**config.mk**
```make
export PLATFORM = sky130hd
export DESIGN_NAME = cbm_xlate
export DESIGN_NICKNAME = d
export VERILOG_FILES = /design/src/rtl/cbm_pkg.sv /design/src/rtl/cbm_xlate.sv
export SDC_FILE = /design/constraint.sdc
export NUM_CORES = 1
export LEC_CHECK = 0
export ABC_AREA = 1
export BUFFER_PORTS_ARGS = -buffer_cell sky130_fd_sc_hd__buf_2
export CORE_MARGIN = 2
export CORE_UTILIZATION = 46
export CTS_CLUSTER_SIZE = 14
export DETAILED_ROUTE_END_ITERATION = 6
export GPL_ROUTABILITY_DRIVEN = 0
export PLACE_DENSITY = 0.87
export SYNTH_ARGS = -nofsm -noshare
export SYNTH_HDL_FRONTEND = slang
export SYNTH_SLANG_ARGS = --single-unit
```
**constraint.sdc**
```tcl
create_clock -name clock -period 4.1 [get_ports clock]
set_input_delay 0.615 -clock clock [delete_from_list [all_inputs] [get_ports clock]]
set_output_delay 0.615 -clock clock [all_outputs]
set_load 0.005 [all_outputs]
```
**src/rtl/cbm_pkg.sv**
```systemverilog
package cbm_pkg;

   // item modes
   localparam logic [1:0] MODE_READ  = 2'd0;
   localparam logic [1:0] MODE_WRITE = 2'd1;
   localparam logic [1:0] MODE_LOAD  = 2'd2;

   // configuration register indexes
   localparam logic CSR_ROM_BYTES = 1'b0;
   localparam logic CSR_RAM_BYTES = 1'b1;

   localparam int CSR_DATA_W = 18;

   // bus map
   localparam logic [15:0] ADDR_ROM_BANK_SEL = 16'h2000;
   localparam logic [15:0] ADDR_SWITCH_ROM   = 16'h4000;
   localparam logic [15:0] ADDR_MODE_SEL     = 16'h6000;
   localparam logic [15:0] ADDR_ROM_END      = 16'h8000;
   localparam logic [15:0] ADDR_RAM_BASE     = 16'hA000;
   localparam logic [15:0] ADDR_RAM_END      = 16'hC000;

   localparam logic [3:0] RAM_ENABLE_KEY = 4'hA;
   localparam logic [7:0] OPEN_BUS_BYTE  = 8'hFF;

   localparam int ROM_BANK_BYTES = 16384;
   localparam int RAM_BANK_BYTES = 8192;

   localparam logic [17:0] ROM_BYTES_RESET = 18'd131072;
   localparam logic [15:0] RAM_BYTES_RESET = 16'd0;

   // widest store indexes over the parameter range
   localparam int ROM_ADDR_MAX_W = 21;
   localparam int RAM_ADDR_MAX_W = 15;

   typedef enum logic [1:0] {
      SRC_NONE = 2'd0,
      SRC_ROM  = 2'd1,
      SRC_RAM  = 2'd2
   } src_type;

   typedef struct packed {
      logic                      rom_we;
      logic                      rom_re;
      logic [ROM_ADDR_MAX_W-1:0] rom_addr;
      logic                      ram_we;
      logic                      ram_re;
      logic [RAM_ADDR_MAX_W-1:0] ram_addr;
      logic [7:0]                wdata;
   } mem_req_type;

endpackage

```
**src/rtl/cbm_xlate.sv**
```systemverilog
module cbm_xlate #(
   parameter int ROM_BANKS = 8,
   parameter int RAM_BANKS = 4
) (
   input  logic                 clock,
   input  logic                 reset,
   input  logic                 accept,
   input  logic [1:0]           mode,
   input  logic [15:0]          address,
   input  logic [7:0]           write_data,
   input  logic [16:0]          load_address,
   input  logic [17:0]          rom_bytes,
   input  logic [15:0]          ram_bytes,
   output cbm_pkg::mem_req_type mem_req,
   output cbm_pkg::src_type     src
);

   localparam logic [21:0] ROM_DEPTH = 22'(ROM_BANKS * cbm_pkg::ROM_BANK_BYTES);
   localparam logic [15:0] RAM_DEPTH = 16'(RAM_BANKS * cbm_pkg::RAM_BANK_BYTES);

   logic [6:0] rom_bank_ff, rom_bank_in;
   logic [1:0] ram_bank_ff, ram_bank_in;
   logic       ram_en_ff, ram_en_in;
   logic       bank_mode_ff, bank_mode_in;

   logic [21:0] rom_off;
   logic [14:0] ram_off;
   logic        rom_in_range;
   logic        ram_ok;
   logic        load_in_range;

   assign rom_off = {1'b0, rom_bank_ff, address[13:0]};
   assign ram_off = {ram_bank_ff, address[12:0]};
   assign rom_in_range = (rom_off < {4'b0, rom_bytes}) && (rom_off < ROM_DEPTH);
   assign load_in_range = {5'b0, load_address} < ROM_DEPTH;
   assign ram_ok = ram_en_ff
      && (address >= cbm_pkg::ADDR_RAM_BASE) && (address < cbm_pkg::ADDR_RAM_END)
      && ({1'b0, ram_off} < ram_bytes) && ({1'b0, ram_off} < RAM_DEPTH);

   always_comb begin
      mem_req       = '0;
      mem_req.wdata = write_data;
      src           = cbm_pkg::SRC_NONE;
      rom_bank_in   = rom_bank_ff;
      ram_bank_in   = ram_bank_ff;
      ram_en_in     = ram_en_ff;
      bank_mode_in  = bank_mode_ff;
      case (mode)
         cbm_pkg::MODE_READ: begin
            if (address < cbm_pkg::ADDR_SWITCH_ROM) begin
               mem_req.rom_re   = accept;
               mem_req.rom_addr = {7'b0, address[13:0]};
               src              = cbm_pkg::SRC_ROM;
            end else if (address < cbm_pkg::ADDR_ROM_END) begin
               if (rom_in_range) begin
                  mem_req.rom_re   = accept;
                  mem_req.rom_addr = rom_off[20:0];
                  src              = cbm_pkg::SRC_ROM;
               end
            end else if (ram_ok) begin
               mem_req.ram_re   = accept;
               mem_req.ram_addr = ram_off;
               src              = cbm_pkg::SRC_RAM;
            end
         end
         cbm_pkg::MODE_WRITE: begin
            if (address < cbm_pkg::ADDR_ROM_BANK_SEL) begin
               ram_en_in = write_data[3:0] == cbm_pkg::RAM_ENABLE_KEY;
            end else if (address < cbm_pkg::ADDR_SWITCH_ROM) begin
               // bank-zero rule: a zero low field selects bank one
               rom_bank_in[4:0] = (write_data[4:0] == 5'd0) ? 5'd1 : write_data[4:0];
            end else if (address < cbm_pkg::ADDR_MODE_SEL) begin
               if (bank_mode_ff) begin
                  ram_bank_in = write_data[1:0];
               end else begin
                  rom_bank_in[6:5] = write_data[1:0];
               end
            end else if (address < cbm_pkg::ADDR_ROM_END) begin
               bank_mode_in = write_data[0];
            end else if (ram_ok) begin
               mem_req.ram_we   = accept;
               mem_req.ram_addr = ram_off;
            end
         end
         cbm_pkg::MODE_LOAD: begin
            if (load_in_range) begin
               mem_req.rom_we   = accept;
               mem_req.rom_addr = {4'b0, load_address};
            end
         end
         default: begin
         end
      endcase
   end

   always_ff @(posedge clock) begin
      if (reset) begin
         rom_bank_ff  <= 7'd1;
         ram_bank_ff  <= 2'd0;
         ram_en_ff    <= 1'b0;
         bank_mode_ff <= 1'b0;
      end else if (accept) begin
         rom_bank_ff  <= rom_bank_in;
         ram_bank_ff  <= ram_bank_in;
         ram_en_ff    <= ram_en_in;
         bank_mode_ff <= bank_mode_in;
      end
   end

endmodule

```
==> results by group, run 1 <==
Run status
  • Run status: finished clean

Routing
  • Wire length per cell: approximately 11 um
  • DRT Pass-1 Iters: 6
  • Post-route DRC: 0
  • Via count: 2353
  • Wirelength, routed: 5410 um
  • Drt initial violations: 70
  • Post-DRT Antenna Nets: 0
  • Via count normalized by instance count: a little under 5

Timing
  • F_max: ~360 MHz
  • RSZ-0062 raised after global routing: no
  • Worst Max-Slew Pin Slew: 0.719 ns
  • Final Setup Violations: 0
  • Worst hold slack: 0.470 ns
  • Fin. max-slew vios: 0
  • Final hold viol count: 0
  • Period utilisation layout: roughly two thirds
  • Minimum clock period: between 2 and 3 ns
  • Skew final: ~0.00020 ns
  • Setup TNS: 0 ns
  • Max-slew headroom: 52.0%

Place
  • DP HPWL: roughly 4600 um
  • Port bufs: 119

Critical path
  • Kind of launch point of the worst setup path: input pin
  • Critical path arrival: around 2.2 ns
  • Flop-to-flop setup slack: 3.33 ns
  • Worst Reg-to-Reg Cells: 4
  • RR Endpoint: rom_bank_ff[5]
  • CP Capture Type: output pin
  • CP Capture Point: mem_req[21]
  • Crit Path Class: in -> out
  • Crit-path slowest cell: nand2_2
  • Crit path launch: ram_bytes[14]
  • WP data required: 3.48 ns
  • Cell chain of the critical path: buf_2 -> inv_1 -> ha_1 -> inv_1 -> nor2_1 -> nand3_1 -> nor3_1 -> nand2_1 -> nand2_2 -> nor2_1 -> buf_2
  • CP Max Fanout: 17
  • Max stage delay on crit path: between 0.3 and 0.4 ns
  • Worst r2r src: bank_mode_ff

Synth
  • #FFs+latches synth: 11
  • Gate count after technology mapping: 330
  • Netlist cell types: 29
  • Syn Std Cell Area: just under 2000 um2
  • Number of warnings issued by yosys: 0
  • Mapped Avg Cell Area: just under 6 um2
  • Post-synth EDFFs: 0
  • Post-synthesis sequential area ratio: a little under an eighth
  • Fraction of registers with async set/reset: 0%
  • Ys flop type: dfxtp_1

Min path
  • Min-delay worst type: reg -> reg
  • Critical hold path startpoint: rom_bank_ff[3]

Die
  • Die H: 68.9 um
  • Initial Utilization: about 48%
  • Cell Rows: 23
  • Die ar.: 4740 um2
  • Die W: just under 70 um
  • Core footprint: slightly above 4000 um2
  • # IOs: 130

Layout
  • Filler cells: 390
  • Layout cells sized above 1: roughly a third
  • Most common cell after layout, fill and taps aside: buf_2
  • Antenna cells: 0
  • Most frequent cells in the layout: buf_2 (119), nand2_1 (101), inv_1 (54)
  • Syn-to-layout area delta: 30.8%
  • Nets: 552

Job
  • Max cap viols: 0

Global routing
  • Total track usage: a little over a fifth
  • Number of global-route vias before repair: 1867
  • Grt ovf: 0
  • Global-route wire length before repair: about 7700 um
  • Pin count of the biggest net entering global routing: 18
  • Initial antenna violation count: 0

Clock tree
  • Clock Path Buffers: 2
  • CTS root buffer: clkbuf_8
  • H-tree lvl count: 1
  • Post-CTS Setup Repair Bufs: 0
  • TritonCTS buffer count: 3
  • CTS-repair resized insts: 0
  • Reg clk slew, reported paths: 0.05 ns
  • CTS tree: yes
  • Cts hold-fix bufs: 0
  • Worst-Skew Late Latency: ~0.24 ns
  • Sink Count: 11

Pwr
  • VDD IR max: between 0.15 and 0.2 mV
  • Cell Pwr Density: 154 nW/um2
  • Leakage: 1.59 nW
synthesized netlist by cell type, types with 2 or more instances:
master	instances	area, um2
nand2_2	2	12.5
a21oi_1	21	105
nor3_1	2	10.0
nand4_1	2	12.5
nand3_2	2	20.0
clkinv_1	2	7.51
ha_1	31	388
inv_2	3	11.3
nand2_1	101	379
buf_4	12	90.1
o21ai_0	9	45.0
nor2_1	22	82.6
inv_1	54	203
nor2_2	15	93.8
buf_6	2	22.5
dfxtp_1	11	220
nand3_1	26	130
buf_2	2	10.0
metrics by stage:
step	cell area, um2	cells	power, mW	utilization, %	setup WS (ns)
final	2530	490	0.389	62.8	1.30
after global routing	2530	490	0.426	62.8	1.05
after global placement	2490	486	0.277	61.7	1.26
after floorplan	1950	333	0.212	-	1.75
after CTS	2530	490	0.394	62.8	1.26
after detailed placement	2490	486	0.282	61.7	1.26
flip-flops by register name, summed over array words and instances, names as in the netlist:
signal        cells
bank_mode_ff      1
rom_bank_ff       7
ram_en_ff         1
ram_bank_ff       2
layer usage:
| metal | track usage (%) | up-vias | routed length (um) |
|---|---|---|---|
| met1 | 24.9 | 1002 | 2240 |
| met2 | 41.3 | 97 | 2690 |
| met3 | 1.14 | 9 | 398 |
| li1 | - | 1245 | - |
| met4 | 8.09 | 0 | 90 |
| met5 | 0 | - | 0 |
power by group:
| part | total [mW] | internal (mW) | switching [mW] |
|---|---|---|---|
| Sequential | 0.109 | 0.108 | 0.000623 |
| Clock | 0.109 | 0.0682 | 0.0403 |
| Combinational | 0.171 | 0.0753 | 0.0960 |
| Total | 0.389 | 0.252 | 0.137 |
final cells by class:
| cell class | instances | area [um2] | area share (%) |
|---|---|---|---|
| Multi-Input combinational cell | 246 | 1380 | 54.5 |
| Timing Repair Buffer | 120 | 603 | 23.8 |
| Inverter | 59 | 221 | 8.75 |
| Sequential cell | 11 | 220 | 8.70 |
| Tap cell | 50 | 62.6 | 2.47 |
| Clock buffer | 4 | 45.0 | 1.78 |
worst min-delay path by stage:
stage                endpoint  slack [ns]  cells past startpoint
4_1_cts        rom_bank_ff[3]        0.47                      2
6_report       rom_bank_ff[3]        0.47                      2
5_1_grt        ram_bank_ff[1]        0.50                      2
3_3_place_gp   rom_bank_ff[4]        0.46                      2
3_5_place_dp   rom_bank_ff[4]        0.47                      2
2_1_floorplan  rom_bank_ff[4]        0.44                      2
kinds of logic (layout without fill, tap and decap cells):
logic type	after synthesis	count (layout)	share of synthesized area, %
other	1	4	0.194
buffers and inverters	76	183	18.0
adders and majority gates	31	31	20.0
AOI/OAI and AO/OA	35	35	9.83
and+or+nand+nor	176	176	40.6
DFF	11	11	11.4
critical path: cells and delay by family:
family | cells | cell delay [ns]
buffers and inverters | 4 | 0.31
and+or+nand+nor | 6 | 1.00
adders and majority gates | 1 | 0.27
(Power assumes the default switching activity.)
==> run 2: changes to the inputs <==
--- a/config.mk
+++ b/config.mk
@@ -8,11 +8,11 @@
 export ABC_AREA = 1
 export BUFFER_PORTS_ARGS = -buffer_cell sky130_fd_sc_hd__buf_2
 export CORE_MARGIN = 2
-export CORE_UTILIZATION = 46
+export CORE_UTILIZATION = 39
 export CTS_CLUSTER_SIZE = 14
 export DETAILED_ROUTE_END_ITERATION = 6
 export GPL_ROUTABILITY_DRIVEN = 0
-export PLACE_DENSITY = 0.87
+export PLACE_DENSITY = 0.79
 export SYNTH_ARGS = -nofsm -noshare
 export SYNTH_HDL_FRONTEND = slang
 export SYNTH_SLANG_ARGS = --single-unit
==> constraint.sdc (replaced) <==
create_clock -name clock -period 2.3 [get_ports clock]
set_input_delay 0.345 -clock clock [delete_from_list [all_inputs] [get_ports clock]]
set_output_delay 0.345 -clock clock [all_outputs]
set_load 0.005 [all_outputs]
==> results by group, run 2 (synthesized netlist as in run 1, its figures left out) <==
Clock tree
  • Cts hold-fix bufs: 0 (unchanged)
  • TritonCTS buffer count: 3 (unchanged)
  • CTS root buffer: clkbuf_8
  • Sink Count: 11 (unchanged)
  • Reg clk slew, reported paths: 0.05 ns (about the same)
  • H-tree lvl count: 1 (unchanged)
  • CTS tree: yes
  • Clock Path Buffers: 2 (unchanged)
  • Worst-Skew Late Latency: 0.24 ns (about the same)

Routing
  • Drt initial violations: 83 (+19%)
  • Wire length per cell: 11.4 um (+3.1%)
  • DRT Pass-1 Iters: 4 (-2)
  • Post-route DRC: 0 (unchanged)
  • Post-DRT Antenna Nets: 0 (unchanged)
  • Via count: 2412 (+2.5%)
  • Via count normalized by instance count: 4.70 (-2.1%)
  • Wirelength, routed: 5840 um (+7.9%)

Layout
  • Most flops, register: rom_bank_ff
  • Most frequent cells in the layout: buf_2 (119), nand2_1 (101), inv_1 (54)
  • Nets: 558 (+1.1%)
  • Area of the multi-input gates: 1430 um2 (+3.4%)
  • Layout cells sized above 1: 35.7% (+2.0 points)
  • Filler cells: 503 (+29%)
  • Storage cell area: 223 um2 (+1.1%)
  • Finished Cell Area: 2650 um2 (+4.7%)
  • Most common cell after layout, fill and taps aside: buf_2
  • Max reg flops: 7 (unchanged)
  • Antenna cells: 0 (unchanged)
  • Top Registers: rom_bank_ff (7), ram_bank_ff (2)
  • Syn-to-layout area delta: 37.0%

Place
  • Port bufs: 119 (unchanged)
  • Post-DP Area: 2550 um2 (+2.6%)
  • DP HPWL: 4880 um (+6.7%)

Critical path
  • Crit Path Class: reg -> out
  • Worst r2r src: bank_mode_ff
  • Kind of launch point of the worst setup path: flip-flop
  • Critical path arrival: 1.87 ns (-0.32 ns)
  • CP Capture Type: output pin
  • WP data required: 1.96 ns (-1.52 ns)
  • Flop-to-flop setup slack: 1.53 ns (-1.80 ns)
  • CP Max Fanout: 3 (-14)
  • RR Endpoint: rom_bank_ff[5]
  • Worst Reg-to-Reg Cells: 4 (unchanged)

Timing
  • Period utilisation layout: between 90% and 100%
  • Final Setup Violations: 0 (unchanged)
  • RSZ-0062 raised after global routing: yes
  • Fin. max-slew vios: 0 (unchanged)
  • Skew final: 0.000203 ns (-0.00000200 ns)
  • Minimum clock period: 2.22 ns
  • F_max: approximately 450 MHz
  • Final hold viol count: 0 (unchanged)

Run status
  • Run status: finished clean

Min path
  • Min-delay worst type: in -> reg
  • Hold path depth: 2 (unchanged)
  • Critical hold path startpoint: reset
  • Min-Delay Endpoint: rom_bank_ff[1]

Die
  • Cell Rows: 25 (+8.7%)
  • Die ar.: 5540 um2 (+17%)
  • Initial Utilization: 40.7% (-7.3 points)
  • # IOs: 130 (unchanged)
  • Core footprint: 4750 um2 (+18%)
  • Die W: 74.5 um (+8.1%)
  • Die H: 74.5 um (+8.1%)

Global routing
  • Number of global-route vias before repair: 1979 (+6.0%)
  • Total track usage: 19.7% (-1.9 points)
  • Pin count of the biggest net entering global routing: 17 (-1)
  • Global-route wire length before repair: 8560 um (+11%)
  • Grt ovf: 0 (unchanged)
  • Initial antenna violation count: 0 (unchanged)

Pwr
  • Cell Pwr Density: 270 nW/um2 (+76%)
  • VDD IR max: 0.274 mV (+71%)
  • Total Power: 717 uW (+85%)
  • Leakage: 1.63 nW (+2.3%)

Job
  • Max cap viols: 0 (unchanged)
[run 2: worst max-delay path, cell delays in order (launching register included)]
cell and delay [ns]:
dfxtp_1 0.32, ha_1 0.29, nand2_1 0.07, nand2_1 0.04
nand2_1 0.05, nand2_1 0.06, a21oi_2 0.19, nand3_4 0.15
buf_4 0.17, o21ai_0 0.13, buf_2 0.14
[run 2: metrics by stage]
| stage | instances | hold slack (ns) | setup TNS, ns | setup slack, ns | utilization (%) |
|---|---|---|---|---|---|
| floorplan | 333 | 0.414 | 0 | 0.486 | - |
| global placement | 507 | 0.458 | 0 | 0.161 | 53.6 |
| detailed placement | 507 | 0.466 | 0 | 0.112 | 53.6 |
| CTS | 511 | 0.349 | 0 | 0.0130 | 54.6 |
| global route | 513 | 0.352 | -0.0455 | -0.0197 | 55.8 |
| finish | 513 | 0.349 | 0 | 0.0837 | 55.8 |
[run 2: final cells by class]
type,count,area share (%)
repair buffers,125,24.6
clock buffers,4,1.70
flip-flops and latches,11,8.40
multi-input cells,247,53.8
inverters,59,8.35
well taps,67,3.16
[run 2: timing repair]
action                     CTS  global route
setup endpoints to repair    0            30
gates resized for setup      0             8
setup buffers                0             1
[run 2: how the worst max path moves through the flow]
stage / to / slack [ns] / start
4_1_cts: mem_req[38] / 0.01 / rom_bank_ff[2]
3_5_place_dp: mem_req[38] / 0.11 / address[2]
6_report: mem_req[40] / 0.08 / rom_bank_ff[0]
3_3_place_gp: mem_req[38] / 0.16 / address[2]
2_1_floorplan: mem_req[27] / 0.49 / rom_bytes[16]
5_1_grt: mem_req[46] / -0.02 / address[8]
[run 2: routing by layer]
layer | wire length, um | share of wire, % | GRT usage (%)
met4 | 42 | 0.72 | 4.37
met3 | 498 | 8.5 | 2.44
met2 | 2900 | 50 | 38.2
met5 | 0 | 0 | 0
met1 | 2400 | 41 | 22.8
[run 2: power by group]
group,switching (mW),total (mW),internal [mW]
logic,0.183,0.327,0.144
registers,0.00117,0.194,0.193
clock network,0.0747,0.197,0.122
==> run 3: changes to the inputs <==
==> constraint.sdc (replaced) <==
create_clock -name clock -period 2 [get_ports clock]
set_input_delay 0.3 -clock clock [delete_from_list [all_inputs] [get_ports clock]]
set_output_delay 0.3 -clock clock [all_outputs]
set_load 0.005 [all_outputs]
==> results by group, run 3 (synthesized netlist as in run 1, its figures left out) <==
Run status
  • Run status: complete, but fails checks
  • Violated checks: setup timing

Place
  • Post-DP Area: 2650 um2 (+3.9%)
  • DP HPWL: 4870 um (-0.36%)
  • Port bufs: 119 (unchanged)
  • Placed Cells: 522 (+3.0%)

Layout
  • Syn-to-layout area delta: 65.3%
  • Layout cells sized above 1: 50.9% (+15 points)
  • Finished Cell Area: 3200 um2 (+21%)
  • Most common cell after layout, fill and taps aside: buf_2
  • Final Non-Filler Cells: 535 (+4.3%)
  • Core Util, Final: 67.3% (+12 points)
  • Most frequent cells in the layout: buf_2 (117), nand2_1 (87), inv_1 (51)
  • Nets: 580 (+3.9%)
  • Max reg flops: 7 (unchanged)
  • Most flops, register: rom_bank_ff
  • Filler cells: 432 (-14%)
  • Top Registers: rom_bank_ff (7), ram_bank_ff (2)
  • Antenna cells: 0 (unchanged)

Timing
  • Final hold viol count: 0 (unchanged)
  • Skew final: 0.000168 ns (-0.0000349 ns)
  • Final Setup Violations: 36 (+36)
  • F_max: roughly 480 MHz
  • Setup TNS: -2.39 ns (-2.39 ns)
  • Period utilisation layout: 105%
  • Final worst setup slack: -0.0938 ns (-0.178 ns)
  • Minimum clock period: roughly 2.1 ns
  • RSZ-0062 raised after global routing: yes
  • Fin. max-slew vios: 0 (unchanged)

Min path
  • Hold path depth: 2 (unchanged)
  • Min-delay worst type: in -> reg
  • Min-Delay Endpoint: ram_bank_ff[0]
  • Critical hold path startpoint: reset

Pwr
  • Leakage: 1.78 nW (+9.3%)
  • Cell Pwr Density: 290 nW/um2 (+7.2%)
  • VDD IR max: 0.276 mV (+0.63%)
  • Total Power: 927 uW (+29%)

Critical path
  • Crit-path slowest cell: dfxtp_2
  • CP Buf/Inv Count: 3 (+1)
  • CP Max Fanout: 5 (+2)
  • Worst Reg-to-Reg Cells: 4 (unchanged)
  • Flop-to-flop setup slack: 1.19 ns (-0.34 ns)
  • Cell chain of the critical path: ha_4 -> inv_4 -> nor2_4 -> nand3_2 -> nor3_2 -> nand2_2 -> nand2_4 -> buf_8 -> nor2_2 -> buf_2
  • Worst r2r src: rom_bank_ff[2]
  • Max stage delay on crit path: 0.33 ns (about the same)
  • Kind of launch point of the worst setup path: flip-flop
  • Crit Path Class: reg -> out
  • CP Capture Type: output pin
  • Top cell family by delay on the critical path: simple AND/OR/NAND/NOR gates
  • Critical path arrival: 1.79 ns (-0.08 ns)
  • RR Endpoint: rom_bank_ff[2]
  • WP data required: 1.70 ns (-0.26 ns)

Routing
  • Drt initial violations: 62 (-25%)
  • Post-route DRC: 0 (unchanged)
  • Via count normalized by instance count: 4.78 (+1.6%)
  • Post-DRT Antenna Nets: 0 (unchanged)
  • Wirelength, routed: 6700 um (+15%)
  • DRT Pass-1 Iters: 4 (unchanged)
  • Wire length per cell: 12.5 um (+9.9%)
  • Via count: 2556 (+6.0%)

Clock tree
  • CTS tree: yes
  • CTS root buffer: clkbuf_8
  • Clock Path Buffers: 2 (unchanged)
  • Worst-Skew Late Latency: 0.25 ns (about the same)
  • Sink Count: 11 (unchanged)
  • H-tree lvl count: 1 (unchanged)
  • Reg clk slew, reported paths: 0.05 ns (about the same)
  • Cts hold-fix bufs: 0 (unchanged)
  • TritonCTS buffer count: 3 (unchanged)

Global routing
  • Pin count of the biggest net entering global routing: 17 (unchanged)
  • Grt ovf: 0 (unchanged)
  • Total track usage: 22.0% (+2.4 points)
  • Number of global-route vias before repair: 2242 (+13%)
  • Global-route wire length before repair: 9520 um (+11%)
  • Initial antenna violation count: 0 (unchanged)

Die
  • Die W: 74.5 um (unchanged)
  • Core footprint: 4750 um2 (unchanged)
  • Die ar.: 5540 um2 (unchanged)
  • Cell Rows: 25 (unchanged)
  • Die H: 74.5 um (unchanged)
  • # IOs: 130 (unchanged)
  • Initial Utilization: 40.7% (unchanged)

Job
  • Max cap viols: 0 (unchanged)
## run 3: cell type report
type	count	area [um2]	share of cell area, %
clock buffers	4	45.0	1.41
inverters	59	224	7.00
multi-input cells	247	1750	54.8
flip-flops and latches	11	230	7.20
well taps	67	83.8	2.62
repair buffers	147	865	27.0
## run 3: worst max-delay path by stage
stage / start / endpoint / slack (ns) / cells past startpoint
5_1_grt: rom_bank_ff[3] / mem_req[37] / -0.22 / 11
3_3_place_gp: address[11] / mem_req[38] / -0.07 / 13
6_report: ram_bank_ff[1] / mem_req[16] / -0.09 / 10
4_1_cts: rom_bank_ff[0] / mem_req[46] / -0.14 / 11
3_5_place_dp: address[2] / mem_req[46] / -0.07 / 12
2_1_floorplan: rom_bytes[16] / mem_req[27] / 0.28 / 12
## run 3: power breakdown
group | internal, mW | leakage [nW] | total [mW] | switching, mW
Combinational | 0.214 | 1.67 | 0.473 | 0.259
Clock | 0.141 | 0.0228 | 0.232 | 0.0916
Sequential | 0.220 | 0.0911 | 0.222 | 0.00148
Total | 0.575 | 1.78 | 0.927 | 0.352
## run 3: through the flow
step,hold slack [ns],setup WS (ns)
2_1_floorplan,0.369,0.276
3_3_place_gp,0.459,-0.0715
3_5_place_dp,0.463,-0.0709
4_1_cts,0.298,-0.136
5_1_grt,0.306,-0.221
6_report,0.298,-0.0938
## run 3: routing by layer
layer | track usage (%) | wire length (um) | vias to the layer above
li1 | - | - | 1301
met1 | 23.3 | 2650 | 1144
met2 | 43.6 | 3450 | 99
met3 | 2.30 | 437 | 12
met4 | 9.13 | 158 | 0
met5 | 0 | 0 | -
## run 3: what timing repair did
action	in CTS	in global routing
gates cloned	2	0
setup buffers	7	2
setup endpoints to repair	37	37
gates resized for setup	48	45
pin swaps	15	34
